===== src/sv/shell_word_splitter_top_defines.svh =====
// assertion macros shared by the splitter modules
`ifndef SHELL_WORD_SPLITTER_TOP_DEFINES_SVH
`define SHELL_WORD_SPLITTER_TOP_DEFINES_SVH

`ifndef NO_ASSERTIONS
`define SWS_ASSERT_NOW(label, clk, rst_n, ante, cons) \
  label: assert property (@(posedge clk) disable iff (!rst_n) (ante) |-> (cons)) \
    else $error("shell word splitter check failed");
`define SWS_ASSERT_NEXT(label, clk, rst_n, ante, cons) \
  label: assert property (@(posedge clk) disable iff (!rst_n) (ante) |=> (cons)) \
    else $error("shell word splitter check failed");
`else
`define SWS_ASSERT_NOW(label, clk, rst_n, ante, cons)
`define SWS_ASSERT_NEXT(label, clk, rst_n, ante, cons)
`endif

`endif


===== src/sv/sws_pkg.sv =====
`default_nettype none
package sws_pkg;

  localparam int MAX_TOKENS = 1024;
  localparam int COUNT_W = 11;
  localparam int QUEUE_DEPTH = 4;
  localparam int QPTR_W = $clog2(QUEUE_DEPTH);
  localparam int QCNT_W = $clog2(QUEUE_DEPTH + 1);
  localparam int CFG_IDX_W = 2;

  localparam logic [COUNT_W-1:0] MAX_COUNT = COUNT_W'(MAX_TOKENS);

  // result kinds
  localparam logic [1:0] KIND_BYTE = 2'd0;
  localparam logic [1:0] KIND_TOKEN_END = 2'd1;
  localparam logic [1:0] KIND_UNMATCHED = 2'd2;
  localparam logic [1:0] KIND_DONE = 2'd3;

  // input operations
  localparam logic OP_CHAR = 1'b0;
  localparam logic OP_END = 1'b1;

  // configuration register indexes
  localparam logic [CFG_IDX_W-1:0] CFG_KEEP_EMPTY = 2'd0;
  localparam logic [CFG_IDX_W-1:0] CFG_COMMENTS = 2'd1;
  localparam logic [CFG_IDX_W-1:0] CFG_EXPAND = 2'd2;
  localparam logic [CFG_IDX_W-1:0] CFG_STRIP = 2'd3;

  localparam logic [7:0] CH_SPACE = 8'h20;
  localparam logic [7:0] CH_TAB = 8'h09;
  localparam logic [7:0] CH_LF = 8'h0a;
  localparam logic [7:0] CH_CR = 8'h0d;
  localparam logic [7:0] CH_SQUOTE = 8'h27;
  localparam logic [7:0] CH_DQUOTE = 8'h22;
  localparam logic [7:0] CH_BSLASH = 8'h5c;
  localparam logic [7:0] CH_HASH = 8'h23;

  typedef struct packed {
    logic keep_empty;
    logic comments;
    logic expand;
    logic strip;
  } cfg_t;

  typedef struct packed {
    logic [1:0]         kind;
    logic [7:0]         data;
    logic [COUNT_W-1:0] count;
  } result_t;

  // up to two results per transaction, r0 first
  typedef struct packed {
    logic [1:0] num;
    result_t    r0;
    result_t    r1;
  } bundle_t;

  typedef struct packed {
    logic hit;
    logic [7:0] code;
  } esc_t;

  function automatic esc_t esc_lookup(input logic [7:0] c);
    esc_t e;
    e.hit = 1'b1;
    case (c)
      8'h61: e.code = 8'd7;
      8'h62: e.code = 8'd8;
      8'h65: e.code = 8'd27;
      8'h66: e.code = 8'd12;
      8'h6e: e.code = 8'd10;
      8'h72: e.code = 8'd13;
      8'h74: e.code = 8'd9;
      8'h76: e.code = 8'd11;
      default: begin
        e.hit = 1'b0;
        e.code = 8'd0;
      end
    endcase
    return e;
  endfunction

endpackage
`default_nettype wire


===== src/sv/sws_front.sv =====
`default_nettype none
module sws_front (
  input  wire logic                          clk,
  input  wire logic                          rst_n,
  input  wire logic                          cfg_valid,
  input  wire logic [sws_pkg::CFG_IDX_W-1:0] cfg_index,
  input  wire logic                          cfg_data,
  input  wire logic                          in_valid,
  input  wire logic                          in_op,
  input  wire logic [7:0]                    in_char,
  input  wire logic                          q_full,
  output logic                               in_ready,
  output logic                               push,
  output sws_pkg::bundle_t                   push_bundle
);

  sws_pkg::cfg_t cfg_r;
  logic in_single_r, in_single_nxt;
  logic in_double_r, in_double_nxt;
  logic esc_r, esc_nxt;
  logic has_r, has_nxt;
  logic comment_r, comment_nxt;
  logic [7:0] prev_r, prev_nxt;
  logic [7:0] prev2_r, prev2_nxt;
  logic [sws_pkg::COUNT_W-1:0] total_r, total_nxt;
  logic accept;

  assign in_ready = !q_full;
  assign accept = in_valid && in_ready;
  assign push = accept && (push_bundle.num != 2'd0);

  always_ff @(posedge clk) begin
    if (!rst_n) begin
      cfg_r <= '0;
    end else if (cfg_valid) begin
      case (cfg_index)
        sws_pkg::CFG_KEEP_EMPTY: cfg_r.keep_empty <= cfg_data;
        sws_pkg::CFG_COMMENTS:   cfg_r.comments <= cfg_data;
        sws_pkg::CFG_EXPAND:     cfg_r.expand <= cfg_data;
        sws_pkg::CFG_STRIP:      cfg_r.strip <= cfg_data;
        default: cfg_r <= cfg_r;
      endcase
    end
  end

  always_comb begin
    logic ws;
    logic quote;
    logic [sws_pkg::COUNT_W-1:0] inc;
    sws_pkg::esc_t e;
    ws = (in_char == sws_pkg::CH_SPACE) || (in_char == sws_pkg::CH_TAB) ||
         (in_char == sws_pkg::CH_LF) || (in_char == sws_pkg::CH_CR);
    quote = (in_char == sws_pkg::CH_SQUOTE) || (in_char == sws_pkg::CH_DQUOTE);
    inc = (total_r < sws_pkg::MAX_COUNT) ? total_r + 1'b1 : total_r;
    e = sws_pkg::esc_lookup(in_char);

    in_single_nxt = in_single_r;
    in_double_nxt = in_double_r;
    esc_nxt = esc_r;
    has_nxt = has_r;
    comment_nxt = comment_r;
    prev_nxt = prev_r;
    prev2_nxt = prev2_r;
    total_nxt = total_r;

    push_bundle.num = 2'd0;
    push_bundle.r0.kind = sws_pkg::KIND_BYTE;
    push_bundle.r0.data = in_char;
    push_bundle.r0.count = total_r;
    push_bundle.r1.kind = sws_pkg::KIND_BYTE;
    push_bundle.r1.data = in_char;
    push_bundle.r1.count = total_r;

    if (in_op == sws_pkg::OP_END) begin
      push_bundle.r0.data = 8'd0;
      push_bundle.r1.data = 8'd0;
      push_bundle.r1.kind = sws_pkg::KIND_DONE;
      if (!in_single_r && !in_double_r && !esc_r) begin
        if (has_r) begin
          push_bundle.num = 2'd2;
          push_bundle.r0.kind = sws_pkg::KIND_TOKEN_END;
          push_bundle.r0.count = inc;
          push_bundle.r1.count = inc;
        end else begin
          push_bundle.num = 2'd1;
          push_bundle.r0.kind = sws_pkg::KIND_DONE;
        end
      end else if (has_r) begin
        push_bundle.num = 2'd2;
        push_bundle.r0.kind = sws_pkg::KIND_UNMATCHED;
      end else begin
        push_bundle.num = 2'd1;
        push_bundle.r0.kind = sws_pkg::KIND_DONE;
      end
      in_single_nxt = 1'b0;
      in_double_nxt = 1'b0;
      esc_nxt = 1'b0;
      has_nxt = 1'b0;
      comment_nxt = 1'b0;
      prev_nxt = 8'd0;
      prev2_nxt = 8'd0;
      total_nxt = '0;
    end else if (!comment_r) begin
      prev2_nxt = prev_r;
      prev_nxt = in_char;
      if (esc_r) begin
        esc_nxt = 1'b0;
        has_nxt = 1'b1;
        if (ws || quote) begin
          push_bundle.num = 2'd2;
          push_bundle.r0.data = sws_pkg::CH_BSLASH;
        end else if (in_char == sws_pkg::CH_BSLASH) begin
          push_bundle.num = cfg_r.strip ? 2'd1 : 2'd2;
          push_bundle.r0.data = sws_pkg::CH_BSLASH;
        end else if (cfg_r.expand && e.hit) begin
          push_bundle.num = 2'd1;
          push_bundle.r0.data = e.code;
        end else if (cfg_r.strip) begin
          push_bundle.num = 2'd1;
        end else begin
          push_bundle.num = 2'd2;
          push_bundle.r0.data = sws_pkg::CH_BSLASH;
        end
      end else if (ws) begin
        if (in_single_r || in_double_r) begin
          push_bundle.num = 2'd1;
          has_nxt = 1'b1;
        end else if (has_r) begin
          push_bundle.num = 2'd1;
          push_bundle.r0.kind = sws_pkg::KIND_TOKEN_END;
          push_bundle.r0.data = 8'd0;
          push_bundle.r0.count = inc;
          total_nxt = inc;
          has_nxt = 1'b0;
        end
      end else if (quote) begin
        if ((in_char == sws_pkg::CH_SQUOTE) ? in_double_r : in_single_r) begin
          push_bundle.num = 2'd1;
          has_nxt = 1'b1;
        end else begin
          if (((in_char == sws_pkg::CH_SQUOTE) ? in_single_r : in_double_r) &&
              !has_r && cfg_r.keep_empty) begin
            push_bundle.num = 2'd1;
            push_bundle.r0.kind = sws_pkg::KIND_TOKEN_END;
            push_bundle.r0.data = 8'd0;
            push_bundle.r0.count = inc;
            total_nxt = inc;
          end
          if (in_char == sws_pkg::CH_SQUOTE) begin
            in_single_nxt = !in_single_r;
          end else begin
            in_double_nxt = !in_double_r;
          end
        end
      end else if (in_char == sws_pkg::CH_BSLASH) begin
        esc_nxt = 1'b1;
        has_nxt = 1'b1;
      end else if (cfg_r.comments && (in_char == sws_pkg::CH_HASH) &&
                   (prev_r == sws_pkg::CH_SPACE) && (prev2_r != sws_pkg::CH_BSLASH) &&
                   !in_single_r && !in_double_r && !has_r) begin
        comment_nxt = 1'b1;
      end else begin
        push_bundle.num = 2'd1;
        has_nxt = 1'b1;
      end
    end
  end

  always_ff @(posedge clk) begin
    if (!rst_n) begin
      in_single_r <= 1'b0;
      in_double_r <= 1'b0;
      esc_r <= 1'b0;
      has_r <= 1'b0;
      comment_r <= 1'b0;
      prev_r <= 8'd0;
      prev2_r <= 8'd0;
      total_r <= '0;
    end else if (accept) begin
      in_single_r <= in_single_nxt;
      in_double_r <= in_double_nxt;
      esc_r <= esc_nxt;
      has_r <= has_nxt;
      comment_r <= comment_nxt;
      prev_r <= prev_nxt;
      prev2_r <= prev2_nxt;
      total_r <= total_nxt;
    end
  end

endmodule
`default_nettype wire


===== src/sv/sws_queue.sv =====
`default_nettype none
`include "shell_word_splitter_top_defines.svh"
module sws_queue (
  input  wire logic       clk,
  input  wire logic       rst_n,
  input  wire logic       push,
  input  wire sws_pkg::bundle_t push_bundle,
  input  wire logic       pop,
  output logic            full,
  output logic            empty,
  output sws_pkg::bundle_t head
);

  sws_pkg::bundle_t slot_r [sws_pkg::QUEUE_DEPTH];
  logic [sws_pkg::QPTR_W-1:0] wr_r, rd_r;
  logic [sws_pkg::QCNT_W-1:0] cnt_r;

  assign full = (cnt_r == sws_pkg::QCNT_W'(sws_pkg::QUEUE_DEPTH));
  assign empty = (cnt_r == '0);
  assign head = slot_r[rd_r];

  always_ff @(posedge clk) begin
    if (push) begin
      slot_r[wr_r] <= push_bundle;
    end
  end

  always_ff @(posedge clk) begin
    if (!rst_n) begin
      wr_r <= '0;
      rd_r <= '0;
      cnt_r <= '0;
    end else begin
      if (push) begin
        wr_r <= wr_r + 1'b1;
      end
      if (pop) begin
        rd_r <= rd_r + 1'b1;
      end
      if (push && !pop) begin
        cnt_r <= cnt_r + 1'b1;
      end else if (pop && !push) begin
        cnt_r <= cnt_r - 1'b1;
      end
    end
  end

  `SWS_ASSERT_NOW(a_no_overflow, clk, rst_n, push, !full)
  `SWS_ASSERT_NOW(a_no_underflow, clk, rst_n, pop, !empty)
  `SWS_ASSERT_NOW(a_cnt_bound, clk, rst_n, 1'b1, cnt_r <= sws_pkg::QCNT_W'(sws_pkg::QUEUE_DEPTH))
  `SWS_ASSERT_NOW(a_nonempty_entry, clk, rst_n, push, push_bundle.num != 2'd0)

endmodule
`default_nettype wire


===== src/sv/sws_back.sv =====
`default_nettype none
`include "shell_word_splitter_top_defines.svh"
module sws_back (
  input  wire logic                        clk,
  input  wire logic                        rst_n,
  input  wire logic                        q_empty,
  input  wire sws_pkg::bundle_t            head,
  output logic                             pop,
  input  wire logic                        out_ready,
  output logic                             out_valid,
  output logic [1:0]                       out_kind,
  output logic [7:0]                       out_byte,
  output logic [sws_pkg::COUNT_W-1:0]      out_count,
  output logic                             out_last
);

  logic sel_r;
  logic valid_r;
  sws_pkg::result_t res_r;
  logic last_r;
  sws_pkg::result_t cur;
  logic cur_last;
  logic load;

  assign cur = sel_r ? head.r1 : head.r0;
  assign cur_last = sel_r || (head.num == 2'd1);
  assign load = !q_empty && (!valid_r || out_ready);
  assign pop = load && cur_last;

  always_ff @(posedge clk) begin
    if (!rst_n) begin
      valid_r <= 1'b0;
      sel_r <= 1'b0;
    end else if (load) begin
      valid_r <= 1'b1;
      sel_r <= !cur_last;
    end else if (out_ready) begin
      valid_r <= 1'b0;
    end
  end

  always_ff @(posedge clk) begin
    if (load) begin
      res_r <= cur;
      last_r <= cur_last;
    end
  end

  assign out_valid = valid_r;
  assign out_kind = res_r.kind;
  assign out_byte = res_r.data;
  assign out_count = res_r.count;
  assign out_last = last_r;

  `SWS_ASSERT_NOW(a_sel_has_head, clk, rst_n, sel_r, !q_empty && (head.num == 2'd2))
  `SWS_ASSERT_NEXT(a_pop_marks_last, clk, rst_n, pop, out_valid && out_last)

endmodule
`default_nettype wire


===== src/sv/shell_word_splitter_top.sv =====
`default_nettype none
// shell-style word splitter: one byte transaction per cycle on in_*, tuser 1 marks end of
// string. each transaction yields zero, one or two results on out_*, one result per cycle
// while out_tready is high; a byte transaction with a single result sustains one per cycle,
// two-result transactions (held backslash resolved, end of string after a word) go out
// one at a time. the front parser updates its state in the accepting cycle and writes its
// results as one entry into a four-entry queue; input stalls only when that queue is full.
// each result then passes the output register. config writes must only happen idle.
module shell_word_splitter_top (
  input  wire logic                          clk,
  input  wire logic                          rst_n,
  input  wire logic                          cfg_valid,
  output logic                               cfg_ready,
  input  wire logic [sws_pkg::CFG_IDX_W-1:0] cfg_index,
  input  wire logic                          cfg_data,
  input  wire logic                          in_tvalid,
  output logic                               in_tready,
  input  wire logic [7:0]                    in_tdata,   // char_byte
  input  wire logic                          in_tuser,   // operation
  output logic                               out_tvalid,
  input  wire logic                          out_tready,
  output logic [23:0]                        out_tdata,  // out_byte, word_count, zero pad
  output logic [1:0]                         out_tuser,  // kind
  output logic                               out_tlast   // last
);

  logic q_full, q_empty, push, pop;
  sws_pkg::bundle_t push_bundle, head;
  logic [7:0] res_byte;
  logic [sws_pkg::COUNT_W-1:0] res_count;

  assign cfg_ready = 1'b1;

  sws_front u_front (
    .clk        (clk),
    .rst_n      (rst_n),
    .cfg_valid  (cfg_valid),
    .cfg_index  (cfg_index),
    .cfg_data   (cfg_data),
    .in_valid   (in_tvalid),
    .in_op      (in_tuser),
    .in_char    (in_tdata),
    .q_full     (q_full),
    .in_ready   (in_tready),
    .push       (push),
    .push_bundle(push_bundle)
  );

  sws_queue u_queue (
    .clk        (clk),
    .rst_n      (rst_n),
    .push       (push),
    .push_bundle(push_bundle),
    .pop        (pop),
    .full       (q_full),
    .empty      (q_empty),
    .head       (head)
  );

  sws_back u_back (
    .clk       (clk),
    .rst_n     (rst_n),
    .q_empty   (q_empty),
    .head      (head),
    .pop       (pop),
    .out_ready (out_tready),
    .out_valid (out_tvalid),
    .out_kind  (out_tuser),
    .out_byte  (res_byte),
    .out_count (res_count),
    .out_last  (out_tlast)
  );

  assign out_tdata = {5'd0, res_count, res_byte};

endmodule
`default_nettype wire


===== config.mk =====
export PLATFORM = sky130hd
export DESIGN_NAME = shell_word_splitter_top
export DESIGN_NICKNAME = d
export VERILOG_FILES = /design/src/sv/sws_pkg.sv /design/src/sv/sws_front.sv /design/src/sv/sws_queue.sv /design/src/sv/sws_back.sv /design/src/sv/shell_word_splitter_top.sv
export VERILOG_INCLUDE_DIRS = /design/src /design/src/sv
export SDC_FILE = /design/constraint.sdc
export NUM_CORES = 1
export LEC_CHECK = 0
export BUFFER_PORTS_ARGS = -buffer_cell sky130_fd_sc_hd__buf_2
export CORE_MARGIN = 2
export CORE_UTILIZATION = 35
export DETAILED_ROUTE_END_ITERATION = 6
export HOLD_SLACK_MARGIN = 0.12
export SETUP_SLACK_MARGIN = 0.3
export SLEW_MARGIN = 10
export SYNTH_ARGS = -nofsm -noshare
export SYNTH_HDL_FRONTEND = slang
export SYNTH_HIERARCHICAL = 1
export SYNTH_SLANG_ARGS = --single-unit

===== constraint.sdc =====
create_clock -name clk -period 4.3 [get_ports clk]
set_clock_uncertainty 0.15 [all_clocks]
set_input_delay 0.215 -clock clk [delete_from_list [all_inputs] [get_ports clk]]
set_output_delay 0.215 -clock clk [all_outputs]
set_load 0.005 [all_outputs]

# [After elaboration in Yosys (flattened, before gate mapping)]
# Memory sizes are Yosys's and may differ from the RTL's. A register that Yosys moved wholly into a read port is not among the register bits.
# Index checks and enable logic that the tools add are counted.
[classes] mul=0 n_bitwise=0 n_shift=0 eq_ne=32 addsub=5 reduce_logical=54 n_lt_le_gt_ge=1 muxes=93 n_div=0
[op_table] operator="two-way mux 11 bit" count=12
[op_table] operator="two-way mux 21 bit" count=5
[op_table] operator="== test 8 x 7 -> 1 bit (second input constant)" count=9
[op_table] operator="two-way mux 8 bit" count=9
[op_table] operator="two-way mux 23 bit" count=3
[op_table] operator="two-way mux 1 bit" count=45
[op_table] operator="two-way mux 22 bit" count=2
[op_table] operator="== test 8 x 6 -> 1 bit (second input constant)" count=5
[op_table] operator="case mux 5 bit (8 select lines)" count=1
[op_table] operator="== test 8 x 4 -> 1 bit (second input constant)" count=3
[op_table] operator="two-way mux 2 bit" count=11
[op_table] operator="AND reduction 7 bit" count=3
[op_table] operator="logical AND 1 bit" count=17
[op_table] operator="two-way mux 4 bit" count=3
[op_table] operator="adder 11 x 1 -> 11 bit (second input constant)" count=1
[op_table] operator="less-than comparator 11 bit (second input constant)" count=1
[op_table] operator="zero test 1 bit" count=10
[op_table] operator="inequality test 2 bit (second input constant)" count=5
[op_table] operator="AND reduction 2 bit" count=5
[op_table] operator="nonzero test 2 bit" count=5
[op_table] operator="logical OR 1 bit" count=8
[op_table] operator="inequality test 8 x 7 -> 1 bit (second input constant)" count=1
[op_table] operator="OR reduction 8 bit" count=1
[op_table] operator="two-way mux 3 bit" count=2
[op_table] operator="other kinds (14)" count=18
[word_totals] n_memories=1 latchBits=0 ff_bits=67 output_inout_bits=30 rom_bits=0 wordCells=207 ram_bits=176 in_bits=17
[memory_table] name="u_queue.slot_r" depth=4 word_bits=44 rd=1 rd_clocked_by_memory_dff=1 wr=1 line="sws_queue.sv:14" source="sws_pkg::bundle_t slot_r [sws_pkg::QUEUE_DEPTH];"

# [Longest topological paths before layout]
# Gate-level depths: netlist of the first run.
[depth] word_depth=20 ltp_mapped=14 ltp_nobuf=12

# [Hierarchy]
# The synthesis of the first run kept the hierarchy.
[modules_own_cells] mod="sws_queue" instances=1 area_each_um2=6852.8 cells_per_inst=273 seq_area_each_um2=5465.2
[modules_own_cells] mod="sws_front" instances=1 area_each_um2=2964.1 cells_per_inst=387 seq_area_each_um2=720.7
[modules_own_cells] mod="sws_back" instances=1 area_each_um2=1103.6 cells_per_inst=58 seq_area_each_um2=700.7
[modules_own_cells] mod="shell_word_splitter_top" instances=1 area_each_um2=52.6 cells_per_inst=8 seq_area_each_um2=0.0

# [Worst setup path before layout of the first run]
# OpenSTA, ideal clock, no wires.
[synth_path] path_type="input to register" startpoint="input port in_tdata[2]" endpoint="memory u_queue/slot_r[0][0] in the netlist's numbering, enable pin" path_slack_ns=0.843 path_stages=9 t_required_ns=3.744 arrival_time_ns=2.901 n_path_buf=2 setup_ns=0.406 path_cell_list="clkbuf_1 -> clkbuf_1 -> nor3_1 -> o2111ai_1 -> nand3_1 -> a221oi_1 -> o31a_1 -> o21a_1 -> and2_1"
[synth_lines] element="start, declared" line="shell_word_splitter_top.sv:18" source="input wire logic [7:0] in_tdata,"
[synth_lines] element="end, declared" line="sws_queue.sv:14"

==> results of run 1 <==
[power by group through the flow]
stage	Sequential, mW	Clock, mW	Combinational, mW
after floorplan	3.15	0	1.22
after global placement	3.14	0	1.59
after detailed placement	3.15	0	1.60
after CTS	3.10	2.31	1.62
after global routing	3.13	2.40	1.72
final	3.09	2.25	1.57
[Yosys cell counts, drive strengths merged, types with 4 or more instances]
cell type	instances	share of area, %
a21boi	12	0.82
a21oi	14	0.64
a22oi	21	1.4
a31oi	4	0.23
and2	14	0.82
and3	5	0.29
buf	27	2.2
clkbuf	25	0.88
dfxtp	47	8.6
edfxtp	198	54
ha	6	0.68
inv	11	0.38
mux2	23	3.0
mux2i	11	1.0
mux4	44	9.2
nand2	32	1.1
nand2b	14	0.80
nand3	13	0.59
nand4	11	0.63
nor2	29	0.99
nor2b	42	2.4
nor3	9	0.41
nor3b	5	0.34
nor4	7	0.40
nor4b	5	0.46
o211ai	7	0.48
o21ai	13	0.70
o31ai	5	0.51
xnor2	16	1.3
xor2	11	0.88
[final cells by class]
type / instances / area (um^2)
clock buffer: 33 / 677
clock inverter: 14 / 186
fill: 2823 / 18200
inverter: 12 / 45.0
multi-input combinational: 421 / 3720
sequential: 245 / 6890
tap: 396 / 495
timing repair buffer: 71 / 528
[cell families after synthesis]
family                     after synthesis  synth area share [%]
adders and majority gates                7                 0.867
AOI/OAI and AO/OA                       98                  6.82
DFF                                    245                  62.8
and+or+nand+nor                        205                  10.7
muxes                                   78                  13.1
buffers and inverters                   64                  3.53
other                                    2                0.0684
xor gates and xnor gates                27                  2.16
[flip-flops by register name, summed over array words and instances, names as in the netlist, 2 cells and up, named ones only]
signal	flops
u_front/prev2_r	8
u_queue/wr_r	2
u_queue/rd_r	2
u_front/prev_r	8
u_queue/slot_r	176
u_queue/cnt_r	3
u_back/out_count	11
u_back/out_kind	2
u_back/out_byte	8
u_front/cfg_r	4
u_front/total_r	11
[per-layer routing]
metal,vias to the layer above,global-route usage [%],part of all wire [%]
li1,2891,-,-
met1,3099,18.1,45
met2,144,22.7,49
met3,38,1.98,4.2
met4,0,3.87,2.1
met5,-,0,0
[worst paths after layout]
| kind | to | slack [ns] | cells past startpoint |
|---|---|---|---|
| setup / recovery | u_queue/cnt_r[2] | 0.70 | 14 |
| hold / removal | u_back/out_valid | 0.14 | 2 |
| setup reg to reg | u_queue/cnt_r[2] | 0.77 | 12 |
| hold reg to reg | u_front/prev2_r[5] | 0.37 | 2 |
[metrics by stage]
| step | setup WS, ns | hold WS (ns) |
|---|---|---|
| after floorplan | 0.843 | 0.183 |
| after global placement | 0.689 | 0.345 |
| after detailed placement | 0.582 | 0.352 |
| after CTS | 0.600 | 0.145 |
| after global routing | 0.447 | 0.215 |
| final | 0.700 | 0.145 |
[worst max-delay path: cells and delay by family]
family	cells	cell delay, ns
compound gates	5	1.23
simple gates	3	0.87
buf+inv	3	0.79
fa+ha+maj	2	0.61
xor+xnor	1	0.17
[repair_timing]
action	in CTS	in global routing
hold buffers	18	0
gates resized for setup	0	1
buffers inserted	0	0
hold endpoints to repair	41	0
setup endpoints to repair	0	1
==> impl_metrics.tcl, run 1 <==
set metrics [dict create \
    status "completed" \
    root_buffer "clkbuf_16" \
    grtUsageTotal_pct 13.4 \
    syn_inst 726 \
    switchingPower_mw 1.77 \
    synth_edf_count 198 \
    yosys_warnings 6 \
    final.period_utilization_pct 83.7 \
    hold_viol 0 \
    arrival_ns 3.91 \
    worstHoldPathType "in2reg" \
    die_y_um 181 \
    most-common-layout-cells "edfxtp_1 (198), dfxtp_1 (45), nor2b_1 (42), buf_2 (40), mux4_2 (40)" \
    setup-tns-final_ns 0 \
    io_pins 47 \
    place_area_um2 11500 \
    via_count 6172 \
    rsz0062_at_grt "false" \
    setup.worst_path.start "in_tdata[1]" \
    io_buffers 40 \
    cts_tree "built" \
    dp_cells 1127 \
    synth_cell_type_count 75 \
    postRouteAntennaNets 0 \
    design_area_um2 12500 \
    cts_sinks 245 \
    worstMarginPinSlew_ns 0.855 \
    wl_per_cell_um 18.3 \
    grt_max_degree 51 \
    async_flop_share_pct 0 \
    row_count 64 \
    syn_avg_cell_area_um2 15.1 \
    power_switching_share_pct 25.7 \
    post-route-util_pct 40.8 \
    relSlewSlack_pct 43.0 \
    reg2reg_from "u_front/in_double_r" \
    mostFrequentLayoutCell "edfxtp_1" \
    antenna_found_initial 0 \
    worst_ep_required_time_ns 4.61 \
    clock_latency_ns 0.54 \
    powerDensity_nw_per_um2 551 \
    intPower_mw 5.14 \
    setup_violations 0 \
    fp.dieW_um 181 \
    core_um2 30700 \
    seq_area_frac_synth_pct 62.8 \
    slowest_delay_ns 0.53 \
    routabilityCongestion 0.815 \
    via_per_inst 5.18 \
    start_kind "input pin" \
    endpoint_kind "flop" \
    finalMaxSlewViolations 0 \
    drcViolationCount 0 \
    wirelength_um 21900 \
    cts.clk_slew.worst_paths_ns 0.06 \
    grt.overflow.total 0 \
    clockPowerShare_pct 32.5 \
    h-tree-depth 1 \
    numCtsBuffers 26 \
    worst_ir_drop_vdd_uv 400 \
    first_iter_violations 414 \
    path_class "in2reg" \
    antennaDiodeCount 0 \
    synth_seq_cells 245 \
    p_leak_nw 4.20 \
    critPathSlowestCell "dlygate4sd3_1" \
    final.min_clock_period_ns 3.60 \
    p_seq_share_pct 44.8 \
    stdcell_count 1192 \
    fin_nets 801 \
    drive_above_1_share_pct 21.4 \
    critPathMaxFanout 13 \
    first_pass_iters 6 \
    clock_path_buffers 3 \
    power_frac_comb_pct 22.7 \
    initial_core_util_pct 35.7 \
    synthesis.area_um2 11000 \
    crit_chain "dlygate4sd3_1 -> buf_2 -> or3b_1 -> a211o_1 -> nand2_1 -> a311oi_1 -> o21ai_1 -> o21a_1 -> ha_1 -> inv_1 -> fa_1 -> xor2_1 -> or3_1 -> a21boi_0" \
    power_mw 6.91 \
    grt_pass1_vias 6207 \
    dp_hpwl_um 14100 \
    synth_ff_type "edfxtp_1" \
    maxCapViolations 0 \
    grt_pass1_wl_um 35100 \
    dieArea_um2 32800 \
    syn2layout_area_growth_pct 14.3 \
    min_from "rst_n" \
    max_freq_mhz 278 \
]
Note: power is estimated with default switching activity, not from simulation.
==> run 2: changes to the inputs <==
Clock period 4.3 ns to 3.1 ns, I/O delays scaled along.
==> run 2 against run 1 <==
  * Clock power up 30%
  * Design area up 4.3%
  * Largest cell class unchanged
  * Setup slack worse by 0.43 ns
  * Sequential share of layout area down 2.2 points
  * Largest power group unchanged
  * Register-to-register slack worse by 0.50 ns
==> impl_metrics.tcl, run 2 (same netlist as run 1, synthesis figures left out) <==
set metrics [dict create \
    start_kind "flop" \
    worstHoldPathType "in2reg" \
    drcViolationCount 0 \
    worstMarginPinSlew_ns 0.862 \
    power_frac_comb_pct 24.2 \
    power_switching_share_pct 26.2 \
    slowest_delay_ns 0.38 \
    post-place-ws_ns 0.0745 \
    io_buffers 40 \
    clockPowerShare_pct 30.7 \
    switchingPower_mw 2.50 \
    final.period_utilization_pct 91.2 \
    path_buf_inv 1 \
    p_seq_share_pct 45.1 \
    grt_pass1_vias 6597 \
    design_area_um2 13100 \
    status "completed" \
    p_leak_nw 4.52 \
    io_pins 47 \
    endpoint_kind "flop" \
    worst_ep_required_time_ns 3.42 \
    final.min_clock_period_ns 2.83 \
    setup-tns-final_ns 0 \
    grt_pass1_wl_um 37300 \
    via_per_inst 5.13 \
    critPathMaxFanout 7 \
    via_count 6404 \
    grtUsageTotal_pct 14.4 \
    crit_family "compound AO/OA/AOI/OAI gates" \
    row_count 64 \
    antenna_found_initial 0 \
    postRouteAntennaNets 0 \
    path_class "reg2reg" \
    fin_nets 857 \
    drive_above_1_share_pct 26.1 \
    dp_hpwl_um 14600 \
    core_um2 30700 \
    dieArea_um2 32800 \
    mostFrequentLayoutCell "edfxtp_1" \
    finalMaxSlewViolations 0 \
    critPathSlowestCell "dfxtp_4" \
    place_area_um2 11700 \
    fp.dieW_um 181 \
    initial_core_util_pct 35.7 \
    die_y_um 181 \
    hold_viol 0 \
    clock_path_buffers 3 \
    grt_max_degree 45 \
    worst_ir_drop_vdd_uv 520 \
    power_mw 9.52 \
    largest_reg_flops 176 \
    intPower_mw 7.02 \
    cts.clk_slew.worst_paths_ns 0.06 \
    routabilityCongestion 0.911 \
    most-common-layout-cells "edfxtp_1 (198), dlygate4sd3_1 (44), dfxtp_1 (42), nor2b_1 (41)" \
    regMostFlops "u_queue/slot_r" \
    syn2layout_area_growth_pct 19.3 \
    arrival_ns 3.15 \
    numCtsBuffers 26 \
    maxCapViolations 0 \
    h-tree-depth 1 \
    first_pass_iters 4 \
    cts_sinks 245 \
    antennaDiodeCount 0 \
    rsz0062_at_grt "true" \
    crit_chain "and3b_1 -> o2111ai_2 -> nand3_1 -> a221oi_2 -> o31a_1 -> o21a_1 -> ha_2 -> inv_2 -> fa_2 -> xor2_1 -> or3_1 -> a21boi_1" \
    wl_per_cell_um 18.7 \
    clock_latency_ns 0.54 \
    grt.overflow.total 0 \
    max_freq_mhz 354 \
    wirelength_um 23400 \
    first_iter_violations 504 \
    relSlewSlack_pct 42.6 \
    powerDensity_nw_per_um2 727 \
    root_buffer "clkbuf_16" \
    setup_violations 0 \
    fin_ws_ns 0.273 \
    cts_tree "built" \
]
## run 2: cell types whose count changed in the layout (fill, tap and decap cells not counted), sizes merged
cell and delta:
clkinvlp +1, dlygate4sd3 +26, clkinv +1, buf +30
bufinv -2
## run 2: final timing paths
path	to	slack, ns	cells after the start	start
setup / recovery	u_queue/cnt_r[2]	0.27	12	u_front/in_double_r
hold / removal	u_queue/slot_r[2][33]	0.15	4	in_tdata[1]
setup reg to reg	u_queue/cnt_r[2]	0.27	12	u_front/in_double_r
hold reg to reg	u_queue/cnt_r[2]	0.35	2	u_queue/cnt_r[2]
## run 2: repair_timing
action | CTS | global route
pin swaps | 1 | 2
hold endpoints to repair | 70 | 0
setup buffers | 0 | 2
hold buffers | 44 | 0
gates resized for setup | 9 | 9
endpoints found under the setup margin | 76 | 221
## run 2: power by group through the flow
stage	clock [mW]	combinational [mW]	sequential (mW)
6_report	2.92	2.31	4.29
5_1_grt	3.15	2.51	4.34
4_1_cts	3.01	2.37	4.30
3_5_place_dp	0	2.31	4.36
3_3_place_gp	0	2.28	4.36
2_1_floorplan	0	1.71	4.35
## run 2: per-stage QoR
step           util (%)  std cells  hold slack (ns)
3_3_place_gp       38.2       1155            0.315
4_1_cts            42.4       1246            0.125
6_report           42.6       1248            0.146
2_1_floorplan         -        730            0.123
3_5_place_dp       38.2       1155            0.325
5_1_grt            42.6       1248            0.170
## run 2: cell type report
cell class / count / area, um^2
clock buffer: 33 / 677
clock inverter: 14 / 126
fill: 2802 / 17700
inverter: 12 / 45.0
multi-input combinational: 421 / 3830
sequential: 245 / 6900
tap: 396 / 495
timing repair buffer: 127 / 1010
## run 2: metal layers
metal	wire (um)	share of wire (%)	global-route usage, %
met1	10700	46	19.8
met4	491	2.1	4.20
met5	0	0	0
met2	11200	48	23.8
met3	998	4.3	2.24
## run 2: tightest hold or removal path, delay by kind of cell
family	cells	cell delay [ns]
compound gates	1	0.17
buf+inv	1	0.12
simple gates	2	0.23
==> run 3: changes to the inputs <==
Settings changed: CORE_UTILIZATION 35 to 56, PLACE_DENSITY from default to 0.76.
==> run 3 against run 2 <==
  * Power hardly changed
  * First-iteration DRC count increased by 7.3%
  * Non-clock buffer count fell by 10
  * Critical endpoint unchanged
  * Maximum frequency shrank 3.6%
  * Largest power group unchanged
  * Clock-buffer cell count stayed put
  * Register-to-register slack got worse by 0.11 ns
  * Sequential cell count did not move
  * Sequential power about the same
  * Largest cell class unchanged
  * Routed wire length increased by 1.0%
  * Via count increased by 3.8%
==> impl_metrics.tcl, run 3 (same netlist as run 1, synthesis figures left out) <==
set metrics [dict create \
    dp_cells 1016 \
    arrival_ns 3.22 \
    cts_sinks 245 \
    antennaDiodeCount 0 \
    postRouteAntennaNets 0 \
    die_y_um 144 \
    setup_violations 0 \
    first_pass_iters 6 \
    dp_hpwl_um 13700 \
    io_pins 47 \
    hold_viol 0 \
    io_buffers 40 \
    grtUsageTotal_pct 22.1 \
    cts_tree "built" \
    holdPathStages 2 \
    critPathMaxFanout 2 \
    worst_ir_drop_vdd_uv 469 \
    stdcell_count 1104 \
    post-route-util_pct 66.7 \
    design_area_um2 12900 \
    clockPowerShare_pct 29.6 \
    drcViolationCount 0 \
    start_kind "flop" \
    relSlewSlack_pct 43.4 \
    power_switching_share_pct 25.9 \
    routed.top_layer "met4" \
    core_um2 19300 \
    ff2ff_path_depth 12 \
    root_buffer "clkbuf_16" \
    met1_length_um 9980 \
    clock_path_buffers 3 \
    first_iter_violations 541 \
    final.period_utilization_pct 94.6 \
    grt_pass1_wl_um 35300 \
    rsz0062_at_grt "true" \
    h-tree-depth 1 \
    most-common-layout-cells "edfxtp_1 (198), nor2b_1 (41), dfxtp_1 (41), buf_2 (40), mux4_2 (40)" \
    drive_above_1_share_pct 26.9 \
    path_class "reg2reg" \
    final.min_clock_period_ns 2.93 \
    wirelength_um 23600 \
    fin_nets 846 \
    place_area_um2 11500 \
    grt_max_degree 51 \
    antenna_found_initial 0 \
    via_count 6646 \
    intPower_mw 7.06 \
    power_frac_comb_pct 25.2 \
    whs_ns 0.120 \
    max_freq_mhz 341 \
    p_leak_nw 4.47 \
    worstMarginPinSlew_ns 0.849 \
    row_count 51 \
    cts.clk_slew.worst_paths_ns 0.06 \
    clock_latency_ns 0.51 \
    dieArea_um2 20700 \
    endpoint_kind "flop" \
    switchingPower_mw 2.46 \
    worstHoldPathType "in2reg" \
    grt.overflow.total 0 \
    wl_per_cell_um 21.4 \
    initial_core_util_pct 56.8 \
    via_per_inst 6.02 \
    routabilityCongestion 0.870 \
    mostFrequentLayoutCell "edfxtp_1" \
    regMostFlops "u_queue/slot_r" \
    powerDensity_nw_per_um2 739 \
    largest_reg_flops 176 \
    fp.dieW_um 144 \
    maxCapViolations 0 \
    wl_met3_um 1620 \
    status "completed" \
    wl_met2_um 11600 \
    grt_pass1_vias 6471 \
    worst_ep_required_time_ns 3.39 \
    p_seq_share_pct 45.2 \
    numCtsBuffers 24 \
    finalMaxSlewViolations 0 \
    syn2layout_area_growth_pct 17.5 \
]
run 3: cell count changes in the layout (fill, tap and decap cells not counted), moves of 3 or more:
| cell | delta |
|---|---|
| dlygate4sd3_1 | -19 |
| buf_6 | +5 |
| clkbuf_16 | +4 |
| and2_4 | +3 |
| buf_4 | -3 |
| xnor2_1 | +3 |
| xnor2_2 | -3 |
run 3: metrics by stage:
| step | worst slack [ns] | TNS (ns) | total power, mW |
|---|---|---|---|
| floorplan | 0.177 | 0 | 6.06 |
| global placement | 0.106 | 0 | 6.51 |
| detailed placement | -0.0575 | -0.0575 | 6.60 |
| CTS | 0.175 | 0 | 9.44 |
| global route | 0.0569 | 0 | 9.93 |
| finish | 0.168 | 0 | 9.52 |
run 3: path summary, 6_finish.rpt:
kind | from | end | slack [ns]
setup / recovery | u_front/prev2_r[5] | u_queue/cnt_r[2] | 0.17
hold / removal | rst_n | u_back/out_valid | 0.12
setup reg to reg | u_front/prev2_r[5] | u_queue/cnt_r[2] | 0.17
hold reg to reg | u_front/prev2_r[2] | u_front/prev2_r[2] | 0.38
run 3: area by class of cell:
class / count / area, um^2
Inverter: 12 / 45.0
Clock buffer: 33 / 666
Fill cell: 1305 / 6440
Clock inverter: 10 / 100
Tap cell: 265 / 332
Multi-Input combinational cell: 422 / 3840
Sequential cell: 245 / 6900
Timing Repair Buffer: 117 / 1010
run 3: metal layers:
metal  track usage, %  vias to the layer above
met3             3.38                       35
met4             5.37                        0
met2             36.6                      290
met1             31.1                     3338
li1                 -                     2983
met5                0                        -
run 3: worst max-delay path, stage by stage (launching register included):
cell and delay, ns:
dfxtp_2 0.32, nand4b_1 0.23, nor4_4 0.30, o31ai_2 0.09, a221oi_2 0.23, o31a_1 0.21
o21a_1 0.15, ha_2 0.20, inv_2 0.04, fa_2 0.33, xor2_1 0.17, or3_1 0.31
a21boi_1 0.14
run 3: repair_timing:
| action | 4_1_cts | 5_1_grt |
|---|---|---|
| gates resized for setup | 5 | 18 |
| pin swaps | 8 | 8 |
| cloned | 0 | 12 |
| setup endpoints to repair | 18 | 184 |
| hold buffers | 25 | 0 |
| setup buffers | 3 | 5 |
| hold endpoints to repair | 51 | 0 |
run 3: power groups by stage:
stage                     Combinational, mW  Sequential [mW]  Clock [mW]
after global placement                 2.17             4.34           0
after floorplan                        1.71             4.35           0
after CTS                              2.29             4.30        2.86
final                                  2.40             4.30        2.82
after global routing                   2.59             4.34        3.00
after detailed placement               2.24             4.37           0
